### src/rtl/core/adsd_pkg.sv
// Shared types, constants and helpers for the angle detent step detector.
// No dependencies; used by every module of the core.
`default_nettype none
package adsd_pkg;

  localparam int ANGLE_W  = 12;  // units per turn = 2**ANGLE_W
  localparam int COUNT_W  = 7;
  localparam int SECTOR_W = 6;
  localparam int DIFF_W   = SECTOR_W + 2;
  localparam int PROD_W   = ANGLE_W + COUNT_W;

  localparam logic [COUNT_W-1:0] CNT_MIN = COUNT_W'(2);
  localparam logic [COUNT_W-1:0] CNT_MAX = COUNT_W'(64);

  localparam logic [COUNT_W-1:0] SECTOR_COUNT_RST = COUNT_W'(6);
  localparam logic               KEYS_ENABLED_RST = 1'b1;

  // Configuration register indexes.
  localparam logic CFG_SECTOR_COUNT = 1'b0;
  localparam logic CFG_KEYS_ENABLED = 1'b1;

  // Request types.
  localparam logic REQ_SAMPLE = 1'b0;
  localparam logic REQ_REF    = 1'b1;

  typedef enum logic [1:0] {
    EV_NONE  = 2'd0,
    EV_LEFT  = 2'd1,
    EV_RIGHT = 2'd2
  } key_event_t;

  // Control handed from the datapath to the step tracker.
  typedef struct packed {
    logic                fire;     // an item moves into the result register
    logic                is_ref;
    logic                keys_en;
    logic [COUNT_W-1:0]  count;    // effective sector count
    logic [SECTOR_W-1:0] now;
  } step_req_t;

  function automatic logic [COUNT_W-1:0] eff_count(input logic [COUNT_W-1:0] raw);
    logic [COUNT_W-1:0] c;
    c = raw;
    if (raw < CNT_MIN) c = CNT_MIN;
    else if (raw > CNT_MAX) c = CNT_MAX;
    return c;
  endfunction

endpackage
`default_nettype wire

### src/rtl/core/adsd_sector.sv
// Sector index from an angle: ((angle*n + half_turn) >> ANGLE_W) mod n.
// Depends on adsd_pkg.
`default_nettype none
module adsd_sector (
  input  wire logic [adsd_pkg::ANGLE_W-1:0]  angle,
  input  wire logic [adsd_pkg::COUNT_W-1:0]  count,
  output logic      [adsd_pkg::SECTOR_W-1:0] sector
);

  localparam logic [adsd_pkg::PROD_W-1:0] HALF_TURN =
    adsd_pkg::PROD_W'(1) << (adsd_pkg::ANGLE_W - 1);

  logic [adsd_pkg::PROD_W-1:0]  sum;
  logic [adsd_pkg::COUNT_W-1:0] raw;
  logic [adsd_pkg::COUNT_W-1:0] wrapped;

  always_comb begin
    sum = adsd_pkg::PROD_W'(angle) * adsd_pkg::PROD_W'(count) + HALF_TURN;
    raw = sum[adsd_pkg::ANGLE_W +: adsd_pkg::COUNT_W];
    // The sum never reaches 2*n turns, so one subtract brings it into range.
    wrapped = (raw >= count) ? (raw - count) : raw;
    sector = wrapped[adsd_pkg::SECTOR_W-1:0];
  end

endmodule
`default_nettype wire

### src/rtl/core/adsd_step.sv
// Stored sector register and left/right step decision.
// Depends on adsd_pkg.
`default_nettype none
module adsd_step (
  input  wire logic                 clk,
  input  wire logic                 rst_n,
  input  wire adsd_pkg::step_req_t  req,
  output adsd_pkg::key_event_t      key_event
);

  logic [adsd_pkg::SECTOR_W-1:0] stored_r, stored_nxt;
  logic signed [adsd_pkg::DIFF_W-1:0] diff, wrap, neg_wrap;
  logic is_left, is_right;

  always_comb begin
    diff     = $signed({2'b00, stored_r}) - $signed({2'b00, req.now});
    wrap     = $signed({1'b0, req.count}) - adsd_pkg::DIFF_W'(1);
    neg_wrap = -wrap;
    is_left  = (diff == -adsd_pkg::DIFF_W'(1)) || (diff == wrap);
    is_right = (diff == adsd_pkg::DIFF_W'(1)) || (diff == neg_wrap);

    key_event  = adsd_pkg::EV_NONE;
    stored_nxt = stored_r;
    if (req.is_ref) begin
      stored_nxt = req.now;
    end else if (req.keys_en) begin
      // Left is tested first; with two sectors both steps read as left.
      if (is_left) begin
        key_event  = adsd_pkg::EV_LEFT;
        stored_nxt = req.now;
      end else if (is_right) begin
        key_event  = adsd_pkg::EV_RIGHT;
        stored_nxt = req.now;
      end
    end
  end

  always_ff @(posedge clk) begin
    if (!rst_n) begin
      stored_r <= '0;
    end else if (req.fire) begin
      stored_r <= stored_nxt;
    end
  end

  a_stored_hold: assert property (@(posedge clk) disable iff (!rst_n)
    !req.fire |=> $stable(stored_r))
    else $error("stored sector changed without an item");

  a_ref_load: assert property (@(posedge clk) disable iff (!rst_n)
    req.fire && req.is_ref |=> stored_r == $past(req.now))
    else $error("reference item did not load the stored sector");

  a_event_moves: assert property (@(posedge clk) disable iff (!rst_n)
    req.fire && key_event != adsd_pkg::EV_NONE |=> stored_r == $past(req.now))
    else $error("key step did not update the stored sector");

endmodule
`default_nettype wire

### src/rtl/core/angle_detent_step_detector_core.sv
// Top level of the angle detent step detector: input register, sector
// datapath, step tracker and result register. Depends on adsd_pkg,
// adsd_sector and adsd_step.
//
//   Channel | Ports                                   | Direction
//   input   | in_valid, in_ready, in_req_type, in_angle | in (item in)
//   result  | out_valid, out_ready, out_key_event, out_sector | out (item out)
//   config  | cfg_we, cfg_index, cfg_wdata            | in (write only)
//
// An item is taken into the input register, and from there its result
// is written into the result register; one item per cycle is sustained while
// out_ready stays high. The stored sector is read and updated as the item enters
// the result register, so consecutive items see each other's updates.
// A stalled result register holds the input register, which then stalls in_.
// Reset clears both valid flags and the stored sector, and returns the config
// registers to their default values.
`default_nettype none
module angle_detent_step_detector_core (
  input  wire logic                           clk,
  input  wire logic                           rst_n,
  input  wire logic                           in_valid,
  output logic                                in_ready,
  input  wire logic                           in_req_type,
  input  wire logic [adsd_pkg::ANGLE_W-1:0]   in_angle,
  output logic                                out_valid,
  input  wire logic                           out_ready,
  output logic      [1:0]                     out_key_event,
  output logic      [adsd_pkg::SECTOR_W-1:0]  out_sector,
  input  wire logic                           cfg_we,
  input  wire logic                           cfg_index,
  input  wire logic [adsd_pkg::COUNT_W-1:0]   cfg_wdata
);

  logic [adsd_pkg::COUNT_W-1:0]  sector_count_r;
  logic                          keys_enabled_r;
  logic                          s1_valid_r;
  logic                          s1_req_type_r;
  logic [adsd_pkg::ANGLE_W-1:0]  s1_angle_r;
  logic                          out_valid_r;
  logic [1:0]                    out_key_event_r;
  logic [adsd_pkg::SECTOR_W-1:0] out_sector_r;

  logic                          advance;
  logic [adsd_pkg::COUNT_W-1:0]  count;
  logic [adsd_pkg::SECTOR_W-1:0] now;
  adsd_pkg::step_req_t           step_req;
  adsd_pkg::key_event_t          key_event;

  assign advance   = s1_valid_r && (!out_valid_r || out_ready);
  assign in_ready  = !s1_valid_r || advance;
  assign count     = adsd_pkg::eff_count(sector_count_r);

  assign out_valid     = out_valid_r;
  assign out_key_event = out_key_event_r;
  assign out_sector    = out_sector_r;

  always_ff @(posedge clk) begin
    if (!rst_n) begin
      sector_count_r <= adsd_pkg::SECTOR_COUNT_RST;
      keys_enabled_r <= adsd_pkg::KEYS_ENABLED_RST;
    end else if (cfg_we) begin
      unique case (cfg_index)
        adsd_pkg::CFG_SECTOR_COUNT: sector_count_r <= cfg_wdata;
        adsd_pkg::CFG_KEYS_ENABLED: keys_enabled_r <= cfg_wdata[0];
        default: ;
      endcase
    end
  end

  adsd_sector u_sector (
    .angle  (s1_angle_r),
    .count  (count),
    .sector (now)
  );

  always_comb begin
    step_req.fire    = advance;
    step_req.is_ref  = (s1_req_type_r == adsd_pkg::REQ_REF);
    step_req.keys_en = keys_enabled_r;
    step_req.count   = count;
    step_req.now     = now;
  end

  adsd_step u_step (
    .clk       (clk),
    .rst_n     (rst_n),
    .req       (step_req),
    .key_event (key_event)
  );

  always_ff @(posedge clk) begin
    if (!rst_n) begin
      s1_valid_r <= 1'b0;
    end else if (in_ready) begin
      s1_valid_r <= in_valid;
    end
  end

  always_ff @(posedge clk) begin
    if (in_valid && in_ready) begin
      s1_req_type_r <= in_req_type;
      s1_angle_r    <= in_angle;
    end
  end

  always_ff @(posedge clk) begin
    if (!rst_n) begin
      out_valid_r <= 1'b0;
    end else if (advance) begin
      out_valid_r <= 1'b1;
    end else if (out_ready) begin
      out_valid_r <= 1'b0;
    end
  end

  always_ff @(posedge clk) begin
    if (advance) begin
      out_key_event_r <= key_event;
      out_sector_r    <= now;
    end
  end

  a_no_bad_event: assert property (@(posedge clk) disable iff (!rst_n)
    out_valid_r |-> out_key_event_r != 2'd3)
    else $error("result carries an undefined key event code");

  a_ref_no_event: assert property (@(posedge clk) disable iff (!rst_n)
    advance && s1_req_type_r == adsd_pkg::REQ_REF |=> out_key_event_r == adsd_pkg::EV_NONE)
    else $error("reference item produced a key event");

  a_no_overwrite: assert property (@(posedge clk) disable iff (!rst_n)
    out_valid_r && !out_ready |-> !advance)
    else $error("result register overwritten while stalled");

  a_keys_off: assert property (@(posedge clk) disable iff (!rst_n)
    advance && !keys_enabled_r |=> out_key_event_r == adsd_pkg::EV_NONE)
    else $error("key event produced while keys are disabled");

endmodule
`default_nettype wire
### config.mk
export PLATFORM = sky130hd
export DESIGN_NAME = angle_detent_step_detector_core
export DESIGN_NICKNAME = d
export VERILOG_FILES = /design/src/rtl/core/adsd_pkg.sv /design/src/rtl/core/adsd_sector.sv /design/src/rtl/core/adsd_step.sv /design/src/rtl/core/angle_detent_step_detector_core.sv
export SDC_FILE = /design/constraint.sdc
export NUM_CORES = 1
export LEC_CHECK = 0
export ABC_AREA = 1
export BUFFER_PORTS_ARGS = -buffer_cell sky130_fd_sc_hd__buf_2
export CAP_MARGIN = 20
export CORE_ASPECT_RATIO = 1.75
export CORE_UTILIZATION = 57
export CTS_CLUSTER_SIZE = 14
export DETAILED_ROUTE_END_ITERATION = 16
export GPL_TIMING_DRIVEN = 0
export PLACE_DENSITY_LB_ADDON = 0.25
export SETUP_SLACK_MARGIN = 0.1
export SLEW_MARGIN = 10
export SYNTH_ARGS = -nofsm -noshare
export SYNTH_HDL_FRONTEND = slang
export SYNTH_SLANG_ARGS = --single-unit
export TNS_END_PERCENT = 5
### constraint.sdc
create_clock -name clk -period 7.7 [get_ports clk]
set_clock_uncertainty 0.05 [all_clocks]
set_input_delay 1.54 -clock clk [delete_from_list [all_inputs] [get_ports clk]]
set_output_delay 1.54 -clock clk [all_outputs]
set_load 0.005 [all_outputs]
# == Yosys cells after proc, flatten, opt, wreduce, memory -nomap -nowiden ==
# Cells that the tools add are included.
# totals
regBits,37
inputBits,26
# classes
order_cmp,3
n_eq_ne,4
add_sub_neg,5
bitwise_logic,2
mul,1
n_reduce_logical,16
muxes,11
# op_table
cell,count
6-bit two-way mux,5
"19-bit by 12-bit adder with 19-bit output, second input constant",1
12-bit by 7-bit multiplier with 19-bit output,1
8-bit equality test,2
7-bit two-way mux,2
"8-bit by 1-bit equality test with 1-bit output, second input constant",1
"8-bit by 2-bit equality test with 1-bit output, second input constant",1
8-bit negation,1
"7-bit by 1-bit subtractor with 8-bit output, second input constant",1
7-bit greater-or-equal comparator,1
"7-bit > comparator, second input constant",1
"7-bit by 2-bit less-than comparator with 1-bit output, second input constant",1
6-bit by 6-bit subtractor with 7-bit output,1
6-bit subtractor,1
1-bit logical OR,4
2-bit AND reduction,2
2-bit nonzero test,2
1-bit two-way mux,3
3-bit AND reduction,1
3-bit nonzero test,1
3-bit OR reduction,1
1-bit logical AND,2
1-bit logical NOT,2
2-bit two-way mux,1
other kinds (2),3

# == Longest topological paths before layout ==
# depth
ltp_word,14
ltp_mapped,54
depth_no_buf,52

# == Modules after synthesis ==
# A second synthesis with hierarchy kept.
# hier_totals
cells_unflattened,816
hier_area_um2,5605.4
# by_module_without_submodules
mod,cells_per_inst,seq_area_each_um2,area_per_inst_um2,instances
adsd_sector,489,0.0,3255.6,1
adsd_step,239,120.1,1265.0,1
angle_detent_step_detector_core,88,830.8,1084.8,1

# == Worst setup path before layout ==
# Ideal clock, no wire load.
# synth_timing
path_kind,register -> register
startpoint,reg sector_count_r[3] in the netlist's numbering
endpoint,reg u_step.stored_r[3] in the netlist's numbering
setup_slack_ns,-0.625
path_stages_with_launch,44
arrival_ns,8.161
n_path_buf,2
setup_time_ns,0.113
cell_sequence,dfxtp_1 > nor2_2 > nand3_1 > nand2_1 > nand2_1 > nand2_1 > inv_1 > clkbuf_1 > nor2_1 > fa_1 > fa_1 > fa_1 > inv_1 > fa_1 > inv_1 > ha_1 > nand2_1 > nor2_1 > (+8 left out) > o211ai_1 > a31oi_1 > nand3_1 > o21ai_0 > ha_1 > inv_1 > fa_1 > xor2_1 > xnor2_1 > and3_1 > nand3_1 > nor2_1 > nand3_1 > nand4_2 > nand3_2 > buf_6 > nor2_1 > nor2_1
# synth_via
elab_chain_cells,13
# synth_rtl
element,line,rtl
start: declaration,angle_detent_step_detector_core.sv:34,logic [adsd_pkg::COUNT_W-1:0] sector_count_r;
start signal: assignment,angle_detent_step_detector_core.sv:59,sector_count_r <= adsd_pkg::SECTOR_COUNT_RST;
start signal: assignment,angle_detent_step_detector_core.sv:63,adsd_pkg::CFG_SECTOR_COUNT: sector_count_r <= cfg_wdata;
7-bit > comparator,adsd_pkg.sv:45,else if (raw > CNT_MAX) c = CNT_MAX;
7-bit two-way mux,adsd_pkg.sv:45,
7-bit two-way mux *,adsd_pkg.sv:44,if (raw < CNT_MIN) c = CNT_MIN;
12-bit by 7-bit multiplier with 19-bit output,adsd_sector.sv:18,sum = adsd_pkg::PROD_W'(angle) * adsd_pkg::PROD_W'(count) + HALF_TURN;
19-bit by 12-bit adder with 19-bit output,adsd_sector.sv:18,
6-bit subtractor / 7-bit greater-or-equal comparator (equally long branches),adsd_sector.sv:21,wrapped = (raw >= count) ? (raw - count) : raw;
6-bit two-way mux *,adsd_sector.sv:21,
"named net now, one bit",angle_detent_step_detector_core.sv:45,logic [adsd_pkg::SECTOR_W-1:0] now;
6-bit by 6-bit subtractor with 7-bit output *,adsd_step.sv:16,"diff = $signed({2'b00, stored_r}) - $signed({2'b00, req.now});"
8-bit by 1-bit equality test with 1-bit output / 8-bit equality test (equally long branches),adsd_step.sv:19,is_left = (diff == -adsd_pkg::DIFF_W'(1)) || (diff == wrap);
1-bit logical OR,adsd_step.sv:19,
6-bit two-way mux,adsd_step.sv:28,if (is_left) begin
6-bit two-way mux,adsd_step.sv:26,end else if (req.keys_en) begin
6-bit two-way mux,adsd_step.sv:24,if (req.is_ref) begin
end signal: assignment,adsd_step.sv:42,stored_r <= stored_nxt;
end: declaration,adsd_step.sv:11,"logic [adsd_pkg::SECTOR_W-1:0] stored_r, stored_nxt;"
# Mark *: on every way through the listed nets, which the timed path passes. The rest lies on a longest branch. The select of a mux whose other input is x is not followed.
# A chain may end at the register's enable or synchronous reset.

# == Final worst setup path ==
# layout_timing
startpoint,reg sector_count_r[1] in the netlist's numbering
endpoint,reg u_step.stored_r[1] in the netlist's numbering
# The elaborated chain is that of the path after synthesis.

==> metrics.csv <==
stage;metric;value;unit
outcome;run_status;complete, but fails checks;
outcome;violated_checks;negative setup slack;
detailed_routing;routed.top_layer;met4;
finish;antennaDiodeCount;0;
worst_hold_path;min_path_type;register to register;
detailed_routing;routed-wl-met3;634;µm
timing;final_critical_path_setup_slack;-0.250;ns
detailed_routing;detailed_route_wl;15100;µm
floorplanning;rows;45;
detailed_routing;post_drt_via_cell_ratio;5.58;
cts;clkTransAtPathRegs;0.06;ns
power_and_ir_drop;design_power_total;3.21;mW
cts;tritoncts_num_sinks;37;
floorplanning;starting_density_of_the_core;59.3;%
timing;max_slew.worst_pin.slew;1.08;ns
timing;min_period;7.95;ns
global_route;gr-total-overflow;0;
floorplanning;die-width;74.0;µm
yosys;mux_contribution_to_synthesized_area;0;%
detailed_routing;initialDrtViolationCount;293;
timing;maxClockFrequency;126;MHz
cts;cts_root_buffer;sky130_fd_sc_hd__clkbuf_16;
power_and_ir_drop;peakVddDrop;539;µV
yosys;yosys.area_share.adder;33.7;%
placement;gpl.final_weighted_congestion;0.927;
global_route;first_global_vias;5104;
detailed_routing;met2_wirelength;8320;µm
yosys;netlist_area;0.00518;mm²
finish;final_net_count;929;
critical_path;worstPathArrival;8.13;ns
critical_path;crit_slowest_cell;sky130_fd_sc_hd__fa_1;
timing;grt_setup_unrepaired;yes;
critical_path;required;7.88;ns
global_route;grt_antenna_before_repair;0;
placement;hpwl;10900;µm
global_route;gr-usage-all-layers;32.2;%
floorplanning;coreArea;0.00873;mm²
critical_path;critPathMaxStageDelay;0.49;ns
yosys;number_of_enable_flip_flop_cells_after_synthesis;21;
global_route;grt_first_pass_wirelength;22900;µm
critical_path;worstSetupStartpointType;register;
timing;final_max_slew_viol_count;0;
yosys;sequential_fraction_of_the_synthesis_area;18.4;%
global_route;grt_start_max_net_pins;14;
power_and_ir_drop;cellPowerDensity;476;mW/mm²
timing;report.final.setup_viol;7;
cts;ctsLongestPathBuffers;2;
power_and_ir_drop;leakage;3.46;nW
detailed_routing;drc_errors;0;
cts;cts_made_buffers;5;
job;maxCapViolCount;0;
detailed_routing;first_pass_drt_iterations;5;
critical_path;worstPathMaxFanout;8;
floorplanning;floorplan.die_area;0.00948;mm²
cts;ctsHtreeMaxLevel;2;
yosys;synth_compound_area_share;6.16;%
finish;area.growth.synth_to_final;30.1;%
critical_path;timing.setup.critical_path_class;register to register;
yosys;synth-main-ff-cell;sky130_fd_sc_hd__edfxtp_1;
floorplanning;ioPinCount;36;
placement;buffer_ports.inserted;35;
detailed_routing;final_antenna_net_count;0;
cts;clkLatencyLatePin;0.29;ns
yosys;post_synthesis_instance_total;707;
yosys;main_combinational_cell_family_by_area_after_synthesis;adder cells;
placement;dpl.cell_count;859;
yosys;flops_latches_synth;37;
yosys;distinct_cell_type_count_after_synthesis;38;
finish;instances_no_fill;912;
timing;hold_viol;0;
finish;post_route_cells_drive_above_1_share;29.7;%
yosys;synth_simple_gate_area_share;26.9;%
critical_path;critical_path.endpoint_type;register;
floorplanning;fp.dieH;128;µm
yosys;asyncSetResetFlopFracSynth;0;%
timing;final.hold.worst_slack;0.436;ns
detailed_routing;wl_met1;5150;µm
cts;post_cts_hold_buffer_count;0;
yosys;post_synth_xor_area_fraction;2.54;%
cts;cts_tree;yes;
yosys;synth_area_per_cell;7.32;µm²
detailed_routing;detail_route.wl_per_cell;16.5;µm
yosys;synth_warnings;0;
yosys;syn-num-nets;842;
timing;max_slew_margin;28.0;%
timing;layout_worst_path_cycle_share;103;%
detailed_routing;via_count;5087;
-- timing repair --
item,in CTS,in global routing
resized for setup,89,81
setup buffers,33,10
setup endpoints to repair,8,8
cloned,2,0
pin swaps,60,53
-- layout make-up --
type / count / area, µm²
plain buffers: 12 / 133
clock buffers: 6 / 129
clock inverters: 2 / 10.0
fillers: 583 / 1990
inverters: 150 / 568
multi-input cells: 509 / 4250
flip-flops and latches: 37 / 970
well taps: 117 / 146
repair buffers: 79 / 528
-- placed cells by master, fill, tap and decap left out, types with 7 or more instances in the layout --
| cell type | count |
|---|---|
| sky130_fd_sc_hd__fa_1 | 47 |
| sky130_fd_sc_hd__a21oi_2 | 10 |
| sky130_fd_sc_hd__nand3_1 | 29 |
| sky130_fd_sc_hd__inv_1 | 137 |
| sky130_fd_sc_hd__buf_4 | 39 |
| sky130_fd_sc_hd__nor2_4 | 9 |
| sky130_fd_sc_hd__ha_4 | 13 |
| sky130_fd_sc_hd__buf_2 | 36 |
| sky130_fd_sc_hd__a21oi_1 | 18 |
| sky130_fd_sc_hd__edfxtp_1 | 21 |
| sky130_fd_sc_hd__dfxtp_1 | 9 |
| sky130_fd_sc_hd__inv_2 | 12 |
| sky130_fd_sc_hd__ha_1 | 41 |
| sky130_fd_sc_hd__nand2_2 | 26 |
| sky130_fd_sc_hd__nor2_1 | 85 |
| sky130_fd_sc_hd__o21ai_0 | 7 |
| sky130_fd_sc_hd__nand2_1 | 125 |
| sky130_fd_sc_hd__nor2_2 | 10 |
| sky130_fd_sc_hd__nand4_1 | 7 |
| sky130_fd_sc_hd__nand3_2 | 10 |
| sky130_fd_sc_hd__buf_6 | 8 |
-- cell usage after synthesis (all sizes together), types with 3 or more instances --
library cell,count,area share (%)
inv,150,11
a21oi,30,2.9
xnor2,5,0.85
nor2,104,7.9
nand2,157,12
edfxtp,21,12
nand3,42,4.4
nor3,6,0.58
o21ai,17,1.8
fa,51,20
ha,58,14
clkbuf,7,0.51
or2,3,0.36
dfxtp,16,6.2
nand4,8,1.1
xor2,10,1.7
buf,5,0.85
-- logic make-up after synthesis --
kind of cell / Yosys count
compound gates: 57
xor+xnor: 15
fa+ha+maj: 109
buf+inv: 162
flops: 37
simple gates: 327
-- through the flow --
step	area, µm²	setup TNS, ns	utilization (%)	setup slack (ns)
6_report	6740	-1.56	77.2	-0.250
3_5_place_dp	5570	-7.77	63.8	-1.08
2_1_floorplan	5250	0	-	0.102
4_1_cts	6370	-1.03	72.9	-0.168
5_1_grt	6740	-3.74	77.2	-0.547
3_3_place_gp	5570	-5.95	63.8	-0.857
-- state kept, by name, indices dropped and copies added (netlist names) --
register	cells
keys_enabled_r	1
out_key_event	2
out_sector	6
out_valid	1
s1_angle_r	12
s1_req_type_r	1
s1_valid_r	1
sector_count_r	7
u_step.stored_r	6
-- path summary, 6_finish.rpt --
| kind | start | endpoint | slack, ns | depth (start not counted) |
|---|---|---|---|---|
| worst max-delay path | sector_count_r[1] | u_step.stored_r[1] | -0.25 | 46 |
| worst min register to register | s1_valid_r | out_valid | 0.44 | 2 |
| worst min-delay path | s1_valid_r | out_valid | 0.44 | 2 |
| worst max register to register | sector_count_r[1] | u_step.stored_r[1] | -0.25 | 46 |
-- worst max-delay path, delay by kind of cell (launching register included) --
kind                       cells  cell delay, ns
DFF                            1            0.35
and+or+nand+nor               23            2.51
buffers and inverters          8            0.87
xor gates and xnor gates       2            0.44
AOI/OAI and AO/OA              5            0.68
adders and majority gates      8            2.98
-- power breakdown --
part	total, mW	switching [mW]	internal [mW]
registers	0.276	0.0160	0.260
logic	2.73	1.59	1.15
clock network	0.199	0.0804	0.119
total	3.21	1.68	1.53
-- per-layer routing --
metal / vias up / global-route usage, %
met1: 2466 / 31.7
met4: 0 / 23.8
met2: 191 / 59.2
met3: 65 / 3.38
met5: - / 0
li1: 2365 / -
No activity file was read; power rests on OpenSTA's default activity.
